<file path="config.mk">
export PLATFORM = sky130hd
export DESIGN_NAME = piecewise_linear_curve
export DESIGN_NICKNAME = d
export VERILOG_FILES = /design/src/plc_pkg.sv /design/src/plc_ram.sv /design/src/plc_dpath.sv /design/src/plc_ctrl.sv /design/src/piecewise_linear_curve.sv
export SDC_FILE = /design/constraint.sdc
export NUM_CORES = 2
export LEC_CHECK = 0
export ABC_AREA = 1
export CAP_MARGIN = 5
export CORE_MARGIN = 2
export CORE_UTILIZATION = 65
export DETAILED_ROUTE_END_ITERATION = 8
export DONT_BUFFER_PORTS = 1
export HOLD_SLACK_MARGIN = 0.1
export MAX_ROUTING_LAYER = met4
export PLACE_DENSITY = 0.78
export SETUP_SLACK_MARGIN = 0.3
export SYNTH_ARGS = -nofsm -noshare
export SYNTH_HDL_FRONTEND = slang
export SYNTH_SLANG_ARGS = --single-unit
</file>
<file path="constraint.sdc">
create_clock -name clock -period 22.2 [get_ports clock]
set_clock_uncertainty 0.2 [all_clocks]
set_input_delay 2.22 -clock clock [delete_from_list [all_inputs] [get_ports clock]]
set_output_delay 2.22 -clock clock [all_outputs]
set_load 0.02 [all_outputs]
</file>
<file path="src/plc_pkg.sv">
// Shared types and constants for the piecewise-linear curve block.
`default_nettype none
package plc_pkg;

   localparam int MAX_POINTS = 16;
   localparam int IDX_W      = $clog2(MAX_POINTS);
   localparam int CNT_W      = 5;
   localparam int DATA_W     = 32;
   localparam int ENTRY_W    = 2 * DATA_W;
   localparam int DIV_STEPS  = DATA_W;
   localparam int STEP_W     = $clog2(DIV_STEPS);
   localparam int REQ_DATA_W = 104;

   typedef enum logic {
      ACT_LOAD  = 1'b0,
      ACT_QUERY = 1'b1
   } action_type;

   typedef enum logic [1:0] {
      RES_NONE,
      RES_RD_Y,
      RES_LERP
   } res_sel_type;

   typedef struct packed {
      logic              q_load;
      logic [IDX_W-1:0]  rd_addr;
      logic              a_load;
      logic              seg_load;
      logic              mul;
      logic              div_start;
      logic              div_step;
      res_sel_type       res_sel;
      logic              res_load;
      logic              out_load;
   } plc_cmd_type;

   typedef struct packed {
      logic q_le_rd_x;
      logic q_ge_rd_x;
      logic q_ge_a_x;
   } plc_stat_type;

endpackage
`default_nettype wire

</file>
<file path="src/plc_ram.sv">
// Generic single-write, single-read RAM with registered read data.
`default_nettype none
module plc_ram #(
   parameter int WIDTH = 64,
   parameter int DEPTH = 16
) (
   input  wire logic                     clock,
   input  wire logic                     wr_en,
   input  wire logic [$clog2(DEPTH)-1:0] wr_addr,
   input  wire logic [WIDTH-1:0]         wr_data,
   input  wire logic [$clog2(DEPTH)-1:0] rd_addr,
   output      logic [WIDTH-1:0]         rd_data
);

   logic [WIDTH-1:0] mem [DEPTH];

   always_ff @(posedge clock) begin
      if (wr_en) begin
         mem[wr_addr] <= wr_data;
      end
      rd_data <= mem[rd_addr];
   end

endmodule
`default_nettype wire

</file>
<file path="src/plc_dpath.sv">
// Datapath: query and segment registers, multiplier, serial divider, result registers.
`default_nettype none
module plc_dpath (
   input  wire logic                        clock,
   input  wire plc_pkg::plc_cmd_type        cmd,
   input  wire logic [plc_pkg::DATA_W-1:0]  req_query_x,
   input  wire logic [plc_pkg::ENTRY_W-1:0] rd_data,
   output      plc_pkg::plc_stat_type       stat,
   output      logic [plc_pkg::DATA_W-1:0]  rsp_curve_y,
   output      logic                        rsp_found
);
   import plc_pkg::*;

   logic signed [DATA_W-1:0] q_ff, q_in;
   logic signed [DATA_W-1:0] a_x_ff, a_x_in;
   logic signed [DATA_W-1:0] a_y_ff, a_y_in;
   logic [DATA_W-1:0]        off_ff, off_in;
   logic [DATA_W-1:0]        dx_ff, dx_in;
   logic [DATA_W-1:0]        mag_ff, mag_in;
   logic                     neg_ff, neg_in;
   logic [2*DATA_W-1:0]      prod_ff, prod_in;
   logic [DATA_W-1:0]        rem_ff, rem_in;
   logic [DATA_W-1:0]        quo_ff, quo_in;
   logic [DATA_W-1:0]        res_y_ff, res_y_in;
   logic                     res_found_ff, res_found_in;
   logic [DATA_W-1:0]        out_y_ff, out_y_in;
   logic                     out_found_ff, out_found_in;

   logic signed [DATA_W-1:0] rd_x;
   logic signed [DATA_W-1:0] rd_y;
   logic signed [DATA_W:0]   dy;
   logic [DATA_W:0]          trial;
   logic [DATA_W:0]          diff;
   logic                     fits;

   assign rd_x = $signed(rd_data[DATA_W-1:0]);
   assign rd_y = $signed(rd_data[ENTRY_W-1:DATA_W]);
   assign dy   = {rd_y[DATA_W-1], rd_y} - {a_y_ff[DATA_W-1], a_y_ff};

   assign trial = {rem_ff, quo_ff[DATA_W-1]};
   assign diff  = trial - {1'b0, dx_ff};
   assign fits  = (trial >= {1'b0, dx_ff});

   assign stat.q_le_rd_x = (q_ff <= rd_x);
   assign stat.q_ge_rd_x = (q_ff >= rd_x);
   assign stat.q_ge_a_x  = (q_ff >= a_x_ff);

   always_comb begin
      q_in         = cmd.q_load ? $signed(req_query_x) : q_ff;
      a_x_in       = cmd.a_load ? rd_x : a_x_ff;
      a_y_in       = cmd.a_load ? rd_y : a_y_ff;
      off_in       = off_ff;
      dx_in        = dx_ff;
      mag_in       = mag_ff;
      neg_in       = neg_ff;
      prod_in      = prod_ff;
      rem_in       = rem_ff;
      quo_in       = quo_ff;
      res_y_in     = res_y_ff;
      res_found_in = res_found_ff;
      out_y_in     = out_y_ff;
      out_found_in = out_found_ff;

      if (cmd.seg_load) begin
         off_in = DATA_W'(q_ff - a_x_ff);
         dx_in  = DATA_W'(rd_x - a_x_ff);
         neg_in = dy[DATA_W];
         mag_in = dy[DATA_W] ? DATA_W'(-dy) : dy[DATA_W-1:0];
      end
      if (cmd.mul) begin
         prod_in = off_ff * mag_ff;
      end
      if (cmd.div_start) begin
         rem_in = prod_ff[2*DATA_W-1:DATA_W];
         quo_in = prod_ff[DATA_W-1:0];
      end else if (cmd.div_step) begin
         rem_in = fits ? diff[DATA_W-1:0] : trial[DATA_W-1:0];
         quo_in = {quo_ff[DATA_W-2:0], fits};
      end
      if (cmd.res_load) begin
         case (cmd.res_sel)
            RES_RD_Y: begin
               res_y_in     = rd_y;
               res_found_in = 1'b1;
            end
            RES_LERP: begin
               res_y_in     = neg_ff ? DATA_W'(a_y_ff - quo_ff) : DATA_W'(a_y_ff + quo_ff);
               res_found_in = 1'b1;
            end
            default: begin
               res_y_in     = '0;
               res_found_in = 1'b0;
            end
         endcase
      end
      if (cmd.out_load) begin
         out_y_in     = res_y_ff;
         out_found_in = res_found_ff;
      end
   end

   always_ff @(posedge clock) begin
      q_ff         <= q_in;
      a_x_ff       <= a_x_in;
      a_y_ff       <= a_y_in;
      off_ff       <= off_in;
      dx_ff        <= dx_in;
      mag_ff       <= mag_in;
      neg_ff       <= neg_in;
      prod_ff      <= prod_in;
      rem_ff       <= rem_in;
      quo_ff       <= quo_in;
      res_y_ff     <= res_y_in;
      res_found_ff <= res_found_in;
      out_y_ff     <= out_y_in;
      out_found_ff <= out_found_in;
   end

   assign rsp_curve_y = out_y_ff;
   assign rsp_found   = out_found_ff;

endmodule
`default_nettype wire

</file>
<file path="src/plc_ctrl.sv">
// Controller: point count register, query sequencer and output handshake.
`default_nettype none
module plc_ctrl (
   input  wire logic                       clock,
   input  wire logic                       reset,
   input  wire logic                       csr_wr_en,
   input  wire logic [plc_pkg::CNT_W-1:0]  csr_wr_data,
   input  wire logic                       req_tvalid,
   input  wire logic                       req_action,
   output      logic                       req_tready,
   output      logic                       rsp_tvalid,
   input  wire logic                       rsp_tready,
   input  wire plc_pkg::plc_stat_type      stat,
   output      plc_pkg::plc_cmd_type       cmd
);
   import plc_pkg::*;

   typedef enum logic [3:0] {
      S_IDLE,
      S_FIRST,
      S_LAST,
      S_SCAN,
      S_MUL,
      S_DLOAD,
      S_DIV,
      S_ADD,
      S_DONE
   } state_type;

   state_type          state_ff, state_in;
   logic [CNT_W-1:0]   count_ff, count_in;
   logic [CNT_W-1:0]   n_ff, n_in;
   logic [IDX_W-1:0]   idx_ff, idx_in;
   logic [STEP_W-1:0]  step_ff, step_in;
   logic               rsp_valid_ff, rsp_valid_in;

   logic [CNT_W-1:0]   n_clamp;
   logic [IDX_W-1:0]   last_idx;
   logic               query_acc;

   assign n_clamp   = (count_ff > CNT_W'(MAX_POINTS)) ? CNT_W'(MAX_POINTS) : count_ff;
   assign last_idx  = IDX_W'(n_ff - CNT_W'(1));
   assign req_tready = (state_ff == S_IDLE);
   assign query_acc = req_tvalid && req_tready && (req_action == ACT_QUERY);
   assign rsp_tvalid = rsp_valid_ff;

   always_comb begin
      state_in     = state_ff;
      count_in     = csr_wr_en ? csr_wr_data : count_ff;
      n_in         = n_ff;
      idx_in       = idx_ff;
      step_in      = step_ff;
      rsp_valid_in = rsp_valid_ff && !rsp_tready;
      cmd          = '0;
      cmd.res_sel  = RES_NONE;

      unique case (state_ff)
         S_IDLE: begin
            if (query_acc) begin
               cmd.q_load = 1'b1;
               n_in       = n_clamp;
               if (n_clamp == '0) begin
                  cmd.res_load = 1'b1;
                  state_in     = S_DONE;
               end else begin
                  state_in = S_FIRST;
               end
            end
         end
         S_FIRST: begin
            cmd.a_load = 1'b1;
            if (n_ff == CNT_W'(1) || stat.q_le_rd_x) begin
               cmd.res_sel  = RES_RD_Y;
               cmd.res_load = 1'b1;
               state_in     = S_DONE;
            end else begin
               cmd.rd_addr = last_idx;
               state_in    = S_LAST;
            end
         end
         S_LAST: begin
            if (stat.q_ge_rd_x) begin
               cmd.res_sel  = RES_RD_Y;
               cmd.res_load = 1'b1;
               state_in     = S_DONE;
            end else begin
               cmd.rd_addr = IDX_W'(1);
               idx_in      = IDX_W'(1);
               state_in    = S_SCAN;
            end
         end
         S_SCAN: begin
            if (stat.q_ge_a_x && !stat.q_ge_rd_x) begin
               cmd.seg_load = 1'b1;
               state_in     = S_MUL;
            end else if (idx_ff == last_idx) begin
               cmd.res_load = 1'b1;
               state_in     = S_DONE;
            end else begin
               cmd.a_load  = 1'b1;
               cmd.rd_addr = idx_ff + IDX_W'(1);
               idx_in      = idx_ff + IDX_W'(1);
            end
         end
         S_MUL: begin
            cmd.mul  = 1'b1;
            state_in = S_DLOAD;
         end
         S_DLOAD: begin
            cmd.div_start = 1'b1;
            step_in       = '0;
            state_in      = S_DIV;
         end
         S_DIV: begin
            cmd.div_step = 1'b1;
            step_in      = step_ff + STEP_W'(1);
            if (step_ff == STEP_W'(DIV_STEPS - 1)) begin
               state_in = S_ADD;
            end
         end
         S_ADD: begin
            cmd.res_sel  = RES_LERP;
            cmd.res_load = 1'b1;
            state_in     = S_DONE;
         end
         S_DONE: begin
            if (!rsp_valid_ff || rsp_tready) begin
               cmd.out_load = 1'b1;
               rsp_valid_in = 1'b1;
               state_in     = S_IDLE;
            end
         end
         default: begin
            state_in = S_IDLE;
         end
      endcase
   end

   always_ff @(posedge clock) begin
      if (reset) begin
         state_ff     <= S_IDLE;
         count_ff     <= '0;
         n_ff         <= '0;
         idx_ff       <= '0;
         step_ff      <= '0;
         rsp_valid_ff <= 1'b0;
      end else begin
         state_ff     <= state_in;
         count_ff     <= count_in;
         n_ff         <= n_in;
         idx_ff       <= idx_in;
         step_ff      <= step_in;
         rsp_valid_ff <= rsp_valid_in;
      end
   end

   a_scan_in_range: assert property (@(posedge clock) disable iff (reset)
      (state_ff == S_SCAN) |-> (idx_ff != '0 && idx_ff <= last_idx))
      else $error("scan index outside table");

   a_n_clamped: assert property (@(posedge clock) disable iff (reset)
      (state_ff != S_IDLE) |-> (n_ff <= CNT_W'(MAX_POINTS) && n_ff != '0 || state_ff == S_DONE))
      else $error("point count not clamped");

   a_query_busy: assert property (@(posedge clock) disable iff (reset)
      query_acc |=> !req_tready)
      else $error("query did not occupy the sequencer");

   a_rsp_from_done: assert property (@(posedge clock) disable iff (reset)
      $rose(rsp_valid_ff) |-> $past(state_ff == S_DONE))
      else $error("response raised outside done state");

   a_div_length: assert property (@(posedge clock) disable iff (reset)
      (state_ff == S_ADD) |-> $past(state_ff == S_DIV) && $past(step_ff == STEP_W'(DIV_STEPS - 1)))
      else $error("divider ended early");

endmodule
`default_nettype wire

</file>
<file path="src/piecewise_linear_curve.sv">
// Top level: piecewise-linear curve evaluator over a loadable breakpoint table.
//
//  port group   direction  payload (low bit up)
//  req_*        in         tuser: action; tdata: point_index, point_x, point_y, query_x
//  rsp_*        out        tuser: found; tdata: curve_y
//  csr_*        in         wr_data: point_count
//
//  A load writes the table as it is accepted; an empty table answers not found. A query
//  takes the first point when it clamps low or the table has one point, the last point
//  when it clamps high, and otherwise scans the segments in turn (at most 15), answering
//  not found if none holds it, else multiply, divider load, 32 divider steps, final add.
//  reset is synchronous; it clears point_count, not the table.
//  A finished result waits in the output register while the next item is taken.
`default_nettype none
module piecewise_linear_curve (
   input  wire logic                           clock,
   input  wire logic                           reset,
   input  wire logic                           csr_wr_en,
   input  wire logic [plc_pkg::CNT_W-1:0]      csr_wr_data,
   input  wire logic                           req_tvalid,
   output      logic                           req_tready,
   // [3:0] point_index, [35:4] point_x, [67:36] point_y, [99:68] query_x
   input  wire logic [plc_pkg::REQ_DATA_W-1:0] req_tdata,
   // [0] action
   input  wire logic [0:0]                     req_tuser,
   output      logic                           rsp_tvalid,
   input  wire logic                           rsp_tready,
   // [31:0] curve_y
   output      logic [plc_pkg::DATA_W-1:0]     rsp_tdata,
   // [0] found
   output      logic [0:0]                     rsp_tuser
);
   import plc_pkg::*;

   plc_cmd_type         cmd;
   plc_stat_type        stat;
   logic [ENTRY_W-1:0]  rd_data;
   logic                load_wr;
   logic [IDX_W-1:0]    point_index;
   logic [DATA_W-1:0]   point_x;
   logic [DATA_W-1:0]   point_y;
   logic [DATA_W-1:0]   query_x;

   assign point_index = req_tdata[IDX_W-1:0];
   assign point_x     = req_tdata[4 +: DATA_W];
   assign point_y     = req_tdata[4 + DATA_W +: DATA_W];
   assign query_x     = req_tdata[4 + 2*DATA_W +: DATA_W];
   assign load_wr     = req_tvalid && req_tready && (req_tuser[0] == ACT_LOAD);

   plc_ctrl u_ctrl (
      .clock       (clock),
      .reset       (reset),
      .csr_wr_en   (csr_wr_en),
      .csr_wr_data (csr_wr_data),
      .req_tvalid  (req_tvalid),
      .req_action  (req_tuser[0]),
      .req_tready  (req_tready),
      .rsp_tvalid  (rsp_tvalid),
      .rsp_tready  (rsp_tready),
      .stat        (stat),
      .cmd         (cmd)
   );

   plc_ram #(
      .WIDTH (ENTRY_W),
      .DEPTH (MAX_POINTS)
   ) u_ram (
      .clock   (clock),
      .wr_en   (load_wr),
      .wr_addr (point_index),
      .wr_data ({point_y, point_x}),
      .rd_addr (cmd.rd_addr),
      .rd_data (rd_data)
   );

   plc_dpath u_dpath (
      .clock       (clock),
      .cmd         (cmd),
      .req_query_x (query_x),
      .rd_data     (rd_data),
      .stat        (stat),
      .rsp_curve_y (rsp_tdata),
      .rsp_found   (rsp_tuser[0])
   );

endmodule
`default_nettype wire

</file>
=== Word level (Yosys, flattened, before mapping) ===
Memories as Yosys holds them, arrays and structs flattened. A register that Yosys moved wholly into a read port is not among the register bits.
Cells that the tools add are included.

* Reductions and logical operators: 19
* Multipliers: 1
* $add $sub $neg: 10
* Bitwise gates (word level): 1
* $lt $le $gt $ge: 5
* Muxes and demuxes: 51
* Equality and inequality tests: 20

{| class="wikitable"
|+ Operators by type and width
! operator !! number
|-
| $mux 32 || 7
|-
| $sub 32x32->32 || 4
|-
| $ge 32x32->1 || 2
|-
| $mul 32x32->64 || 1
|-
| $pmux 32 s2 || 1
|-
| $mux 4 || 12
|-
| $pmux 4 s9 || 1
|-
| $ge 33x32->1 || 1
|-
| $sub 32x32->33 || 1
|-
| $add 32x32->32 || 1
|-
| $le 32x32->1 || 1
|-
| $neg 32->32 || 1
|-
| $mux 1 || 19
|-
| $eq 4x3->1 const B || 4
|-
| $mux 5 || 3
|-
| $pmux 4 s3 || 1
|-
| $pmux 5 s2 || 1
|-
| $eq 4x2->1 const B || 2
|-
| $ne 2x2->1 const B || 4
|-
| $pmux 4 s2 || 1
|-
| $reduce_and 4->1 || 2
|-
| $pmux 2 s3 || 1
|-
| $reduce_bool 2->1 || 3
|-
| $add 5x1->5 const B || 1
|-
| 23 further kinds || 32
|}

* Memories: 1
* Input bits: 115
* Register bits: 411
* Output and inout port bits: 35
* Word-level logic and storage cells: 128
* Bits in writable memories: 1,024

{| class="wikitable"
|+ Memory list
! name !! depth !! width !! rd ports !! clocked after memory_dff !! wr ports !! RTL line !! RTL
|-
| u_ram.mem || 16 || 64 || 1 || 1 || 1 || plc_ram.sv:15 || <nowiki>logic [WIDTH-1:0] mem [DEPTH];</nowiki>
|}

=== Logic depth before layout (Yosys ltp) ===
* Depth after elaboration: 7
* Mapped depth: 32
* Gate-level depth less buffers: 31

=== By module ===
Synthesis repeated with hierarchy kept, for this count alone.

* Cells, all modules: 11,913
* Area, all modules: 106,611.0 um^2

{| class="wikitable"
|+ Modules (own cells, without submodules)
! module !! times used !! sequential area each (um^2) !! area an instance (um^2) !! cells an instance
|-
| plc_dpath || 1 || 11,621.1 || 59,894.9 || 7,475
|-
| plc_ram || 1 || 32,030.7 || 45,285.9 || 4,210
|-
| plc_ctrl || 1 || 480.5 || 1,420.1 || 226
|-
| piecewise_linear_curve || 1 || 0.0 || 10.0 || 2
|}

=== Worst setup path after synthesis ===
No wires, ideal clock.

* Kind: flip-flop to flip-flop
* Start: register u_dpath.off_ff[17]
* End: register u_dpath.prod_ff[59], data pin
* Arrival: 6.702 ns
* Stages on the path, launching flop included: 28
* Path buffers: 1
* Clock period less this slack: 7.167 ns
* Setup slack: 15.033 ns
* Setup time: 0.265 ns
* Data required time: 21.735 ns
* Cells stage by stage: edfxtp_1 -> clkbuf_1 -> nand2_1 -> inv_1 -> fa_1 -> fa_1 -> inv_1 -> fa_1 -> fa_1 -> inv_1 -> fa_1 -> fa_1 -> fa_1 -> inv_1 -> fa_1 -> inv_1 -> ha_1 -> nand2_1 -> inv_1 -> nand2_1 -> nor2_1 -> nand3_1 -> o21ai_0 -> a21boi_0 -> o21ai_0 -> nand3_1 -> o21ai_0 -> xor2_1

* Cells in the longest elaborated chain, start to end: 1

{| class="wikitable"
|+ Ends and longest elaborated chain
! item !! RTL line !! RTL
|-
| from (decl) || plc_dpath.sv:17 || <nowiki>logic [DATA_W-1:0] off_ff, off_in;</nowiki>
|-
| from (signal assigned) || plc_dpath.sv:106 || <nowiki>off_ff <= off_in;</nowiki>
|-
| $mul 32x32->64 || plc_dpath.sv:71 || <nowiki>prod_in = off_ff * mag_ff;</nowiki>
|-
| to (signal assigned) || plc_dpath.sv:110 || <nowiki>prod_ff <= prod_in;</nowiki>
|-
| to (decl) || plc_dpath.sv:21 || <nowiki>logic [2*DATA_W-1:0] prod_ff, prod_in;</nowiki>
|}

No other way between the ends.
A chain may end at the register's enable or synchronous reset.

=== Final worst setup path ===
* Start: register u_dpath.mag_ff[26]
* End: register u_dpath.prod_ff[59], data pin

* Cells in the longest elaborated chain, start to end: 1

{| class="wikitable"
|+ Ends and longest elaborated chain
! item !! RTL line !! RTL
|-
| from (decl) || plc_dpath.sv:19 || <nowiki>logic [DATA_W-1:0] mag_ff, mag_in;</nowiki>
|-
| from (signal assigned) || plc_dpath.sv:108 || <nowiki>mag_ff <= mag_in;</nowiki>
|-
| $mul 32x32->64 || plc_dpath.sv:71 ||
|}

No other way between the ends.

==> results.json <==
{
  "status": "complete, no violations",
  "tns_ns": 0,
  "fin_crit_ns": 8.662,
  "finalCritPeriodShare_pct": 39.02,
  "leakagePower_nw": 53.47,
  "chipWidth_um": 407.0,
  "grt_antenna_before_repair": 28,
  "seq_area_frac_synth_pct": 41.81,
  "synth-edff-count": 1411,
  "fin_nets": 12690,
  "cp-end-kind": "flip-flop",
  "cts.clk_slew.worst_paths_ns": 0.06,
  "num_rows": 147,
  "finalPower_w": 0.009191,
  "core_area_mm2": 0.1609,
  "ant_nets": 0,
  "switching_power_w": 0.003338,
  "maxSlewViolCount": 0,
  "p_clk_share_pct": 28.3,
  "cp_slowest_cell": "edfxtp_1",
  "rsz0062_at_grt": "no",
  "critPathMostFrequentCell": "fa_1",
  "cp.required_ns": 22.52,
  "clkSinkCount": 1499,
  "critPathMaxStageDelay_ns": 0.97,
  "cts_buffers": 142,
  "viasPerCell": 5.750,
  "async_flop_share_pct": 0,
  "drive_above_1_share_pct": 3.523,
  "cp_data_arrival_time_ns": 8.98,
  "grt_remaining_overflow": 0,
  "hold_depth": 0,
  "num_vias": 77684,
  "drt_pass1_iterations": 6,
  "dpl.hpwl_um": 191400,
  "die_y_um": 407.0,
  "cts_hold_buf": 0,
  "port_buffers": 0,
  "setup_ws_ns": 13.54,
  "cts_tree": "yes",
  "path_class": "reg2reg",
  "dp_slack_ns": 13.73,
  "maxSlewHeadroom_pct": 16.25,
  "synth_area_mm2": 0.1056,
  "path_delay_family": "adder cells",
  "drc": 0,
  "grt_usage_pct": 35.09,
  "post_cts_buffers": 0,
  "start_util_pct": 65.59,
  "root_buffer": "clkbuf_16",
  "avgSynthCellArea_um2": 9.227,
  "drt-total-wl_um": 277700,
  "ios": 150,
  "finalSetupViolCount": 0,
  "path_buf_inv": 6,
  "p_seq_share_pct": 38.2,
  "grt_pass1_wl_um": 431900,
  "r2r_setup_slack_ns": 13.54,
  "final_cell_mix": "inv_1, nand2_1, edfxtp_1, nand3_1, fa_1",
  "netlist_top_cells_area": "edfxtp_1, fa_1, inv_1, nand2_1, nand3_1",
  "p_per_area_mw_per_mm2": 81.81,
  "maxCapViolCount": 0,
  "hold_viol_final": 0,
  "synth_cells": 11440,
  "gp_congestion": 0.9851,
  "layout_commonest_cell": "inv_1",
  "area_growth_pct": 6.436,
  "ctsResizeCount": 0,
  "regToRegStartpoint": "u_dpath.mag_ff[26]",
  "vdd_ir_drop_max_uv": 80.35,
  "cts_max_level": 4,
  "insertion_delay_ns": 0.79,
  "grt_max_degree": 230,
  "yosysTopAreaCell": "edfxtp_1",
  "yosys.cell_types.count": 54,
  "yosysWarnings": 0,
  "p_int_w": 0.005853,
  "hp-start": "u_dpath.res_y_ff[22]",
  "first_iter_violations": 8238,
  "combPwrFrac_pct": 33.6,
  "grt_pass1_vias": 79074,
  "min_to": "u_dpath.rsp_curve_y[22]",
  "r2r_cells": 26,
  "startpoint_type": "flip-flop",
  "die-area_mm2": 0.1656,
  "cts.path.max_buffers": 3,
  "hp-class": "reg2reg",
  "synth_ff_type": "edfxtp_1",
  "timing.rr.end": "u_dpath.prod_ff[59]",
  "route.detailed.wl_per_inst_um": 20.55,
  "synth_top_area_share_pct": 40.14,
  "tightest_slew_ns": 1.253,
  "syn-num-nets": 12918,
  "cp_max_fo": 25,
  "switching_share_pct": 36.31,
  "ys_ff_latch": 1499,
  "fmax_mhz": 115.4
}
## through the flow
| step | util [%] | hold WS (ns) | std cells | instance area (µm²) |
|---|---|---|---|---|
| finish | 69.81 | 0.2106 | 13511 | 112400 |
| floorplan | - | 0.2003 | 11440 | 105600 |
| detailed placement | 66.66 | 0.2045 | 13228 | 107300 |
| global placement | 66.66 | 0.2068 | 13228 | 107300 |
| CTS | 69.77 | 0.2109 | 13486 | 112300 |
| global route | 69.80 | 0.2303 | 13506 | 112300 |
## worst max-delay path by stage
stage                                   from             endpoint  slack [ns]  cells after the start
after floorplan           u_dpath.off_ff[17]  u_dpath.prod_ff[59]       15.03                     27
after global placement    u_dpath.mag_ff[26]  u_dpath.prod_ff[57]       13.74                     23
after detailed placement  u_dpath.mag_ff[26]  u_dpath.prod_ff[59]       13.73                     26
after CTS                 u_dpath.mag_ff[26]  u_dpath.prod_ff[59]       13.62                     26
after global routing      u_dpath.mag_ff[26]  u_dpath.prod_ff[59]       13.36                     26
final                     u_dpath.mag_ff[26]  u_dpath.prod_ff[59]       13.54                     26
## routing by layer
layer,vias up,global-route usage [%],part of all wire [%]
met1,37844,43.44,38
met3,764,6.728,9.4
met5,-,-,0
met4,0,13.89,3.8
met2,3714,57.23,49
li1,35362,-,-
## area by class of cell
| cell class | count | area, µm² |
|---|---|---|
| Multi-Input combinational cell | 6780 | 49460 |
| Fill cell | 11740 | 48590 |
| Sequential cell | 1499 | 44130 |
| Inverter | 2667 | 10020 |
| Clock buffer | 177 | 3885 |
| Tap cell | 2160 | 2703 |
| Clock inverter | 81 | 1125 |
| Timing Repair Buffer | 122 | 953.4 |
| Antenna cell | 25 | 62.56 |
## state kept, by name (all words and copies together) (netlist names), 4 cells and up
register,flops
u_ctrl.count_ff,5
u_ctrl.idx_ff,4
u_ctrl.n_ff,5
u_ctrl.state_ff,4
u_ctrl.step_ff,5
u_dpath.a_x_ff,32
u_dpath.a_y_ff,32
u_dpath.dx_ff,32
u_dpath.mag_ff,32
u_dpath.off_ff,32
u_dpath.prod_ff,64
u_dpath.q_ff,32
u_dpath.quo_ff,32
u_dpath.rem_ff,32
u_dpath.res_y_ff,32
u_dpath.rsp_curve_y,32
u_ram.mem,1024
u_ram.rd_data,64
## cells by family (layout without fill, tap and decap cells)
| group | count (synthesis) | after routing | share of synthesized area [%] |
|---|---|---|---|
| AO/OA/AOI/OAI | 756 | 756 | 3.934 |
| flip-flops | 1499 | 1499 | 41.81 |
| AND/OR/NAND/NOR | 4425 | 4425 | 18.22 |
| XOR/XNOR | 236 | 236 | 1.958 |
| other | 0 | 25 | 0 |
| buffers and inverters | 3161 | 3047 | 11.51 |
| adder cells (fa/ha/maj) | 1363 | 1363 | 22.56 |
## cells in the mapped netlist (197+ instances only)
cell and instances:
buf_2 227, edfxtp_1 1411, nand2_1 2490, nand3b_1 197, nand3_1 1278, a21oi_1 341
ha_1 462, inv_1 2664, o21ai_0 261, nor2_1 333, clkbuf_1 255, fa_1 901
## power groups by stage
stage	logic (W)	registers, W	clock network (W)
after floorplan	0.00212	0.00349	0
after global placement	0.00298	0.00356	0
after detailed placement	0.00302	0.00357	0
after CTS	0.00305	0.00351	0.00262
after global routing	0.00340	0.00352	0.00272
final	0.00308	0.00351	0.00260
Note: power is estimated with default switching activity, not from simulation.
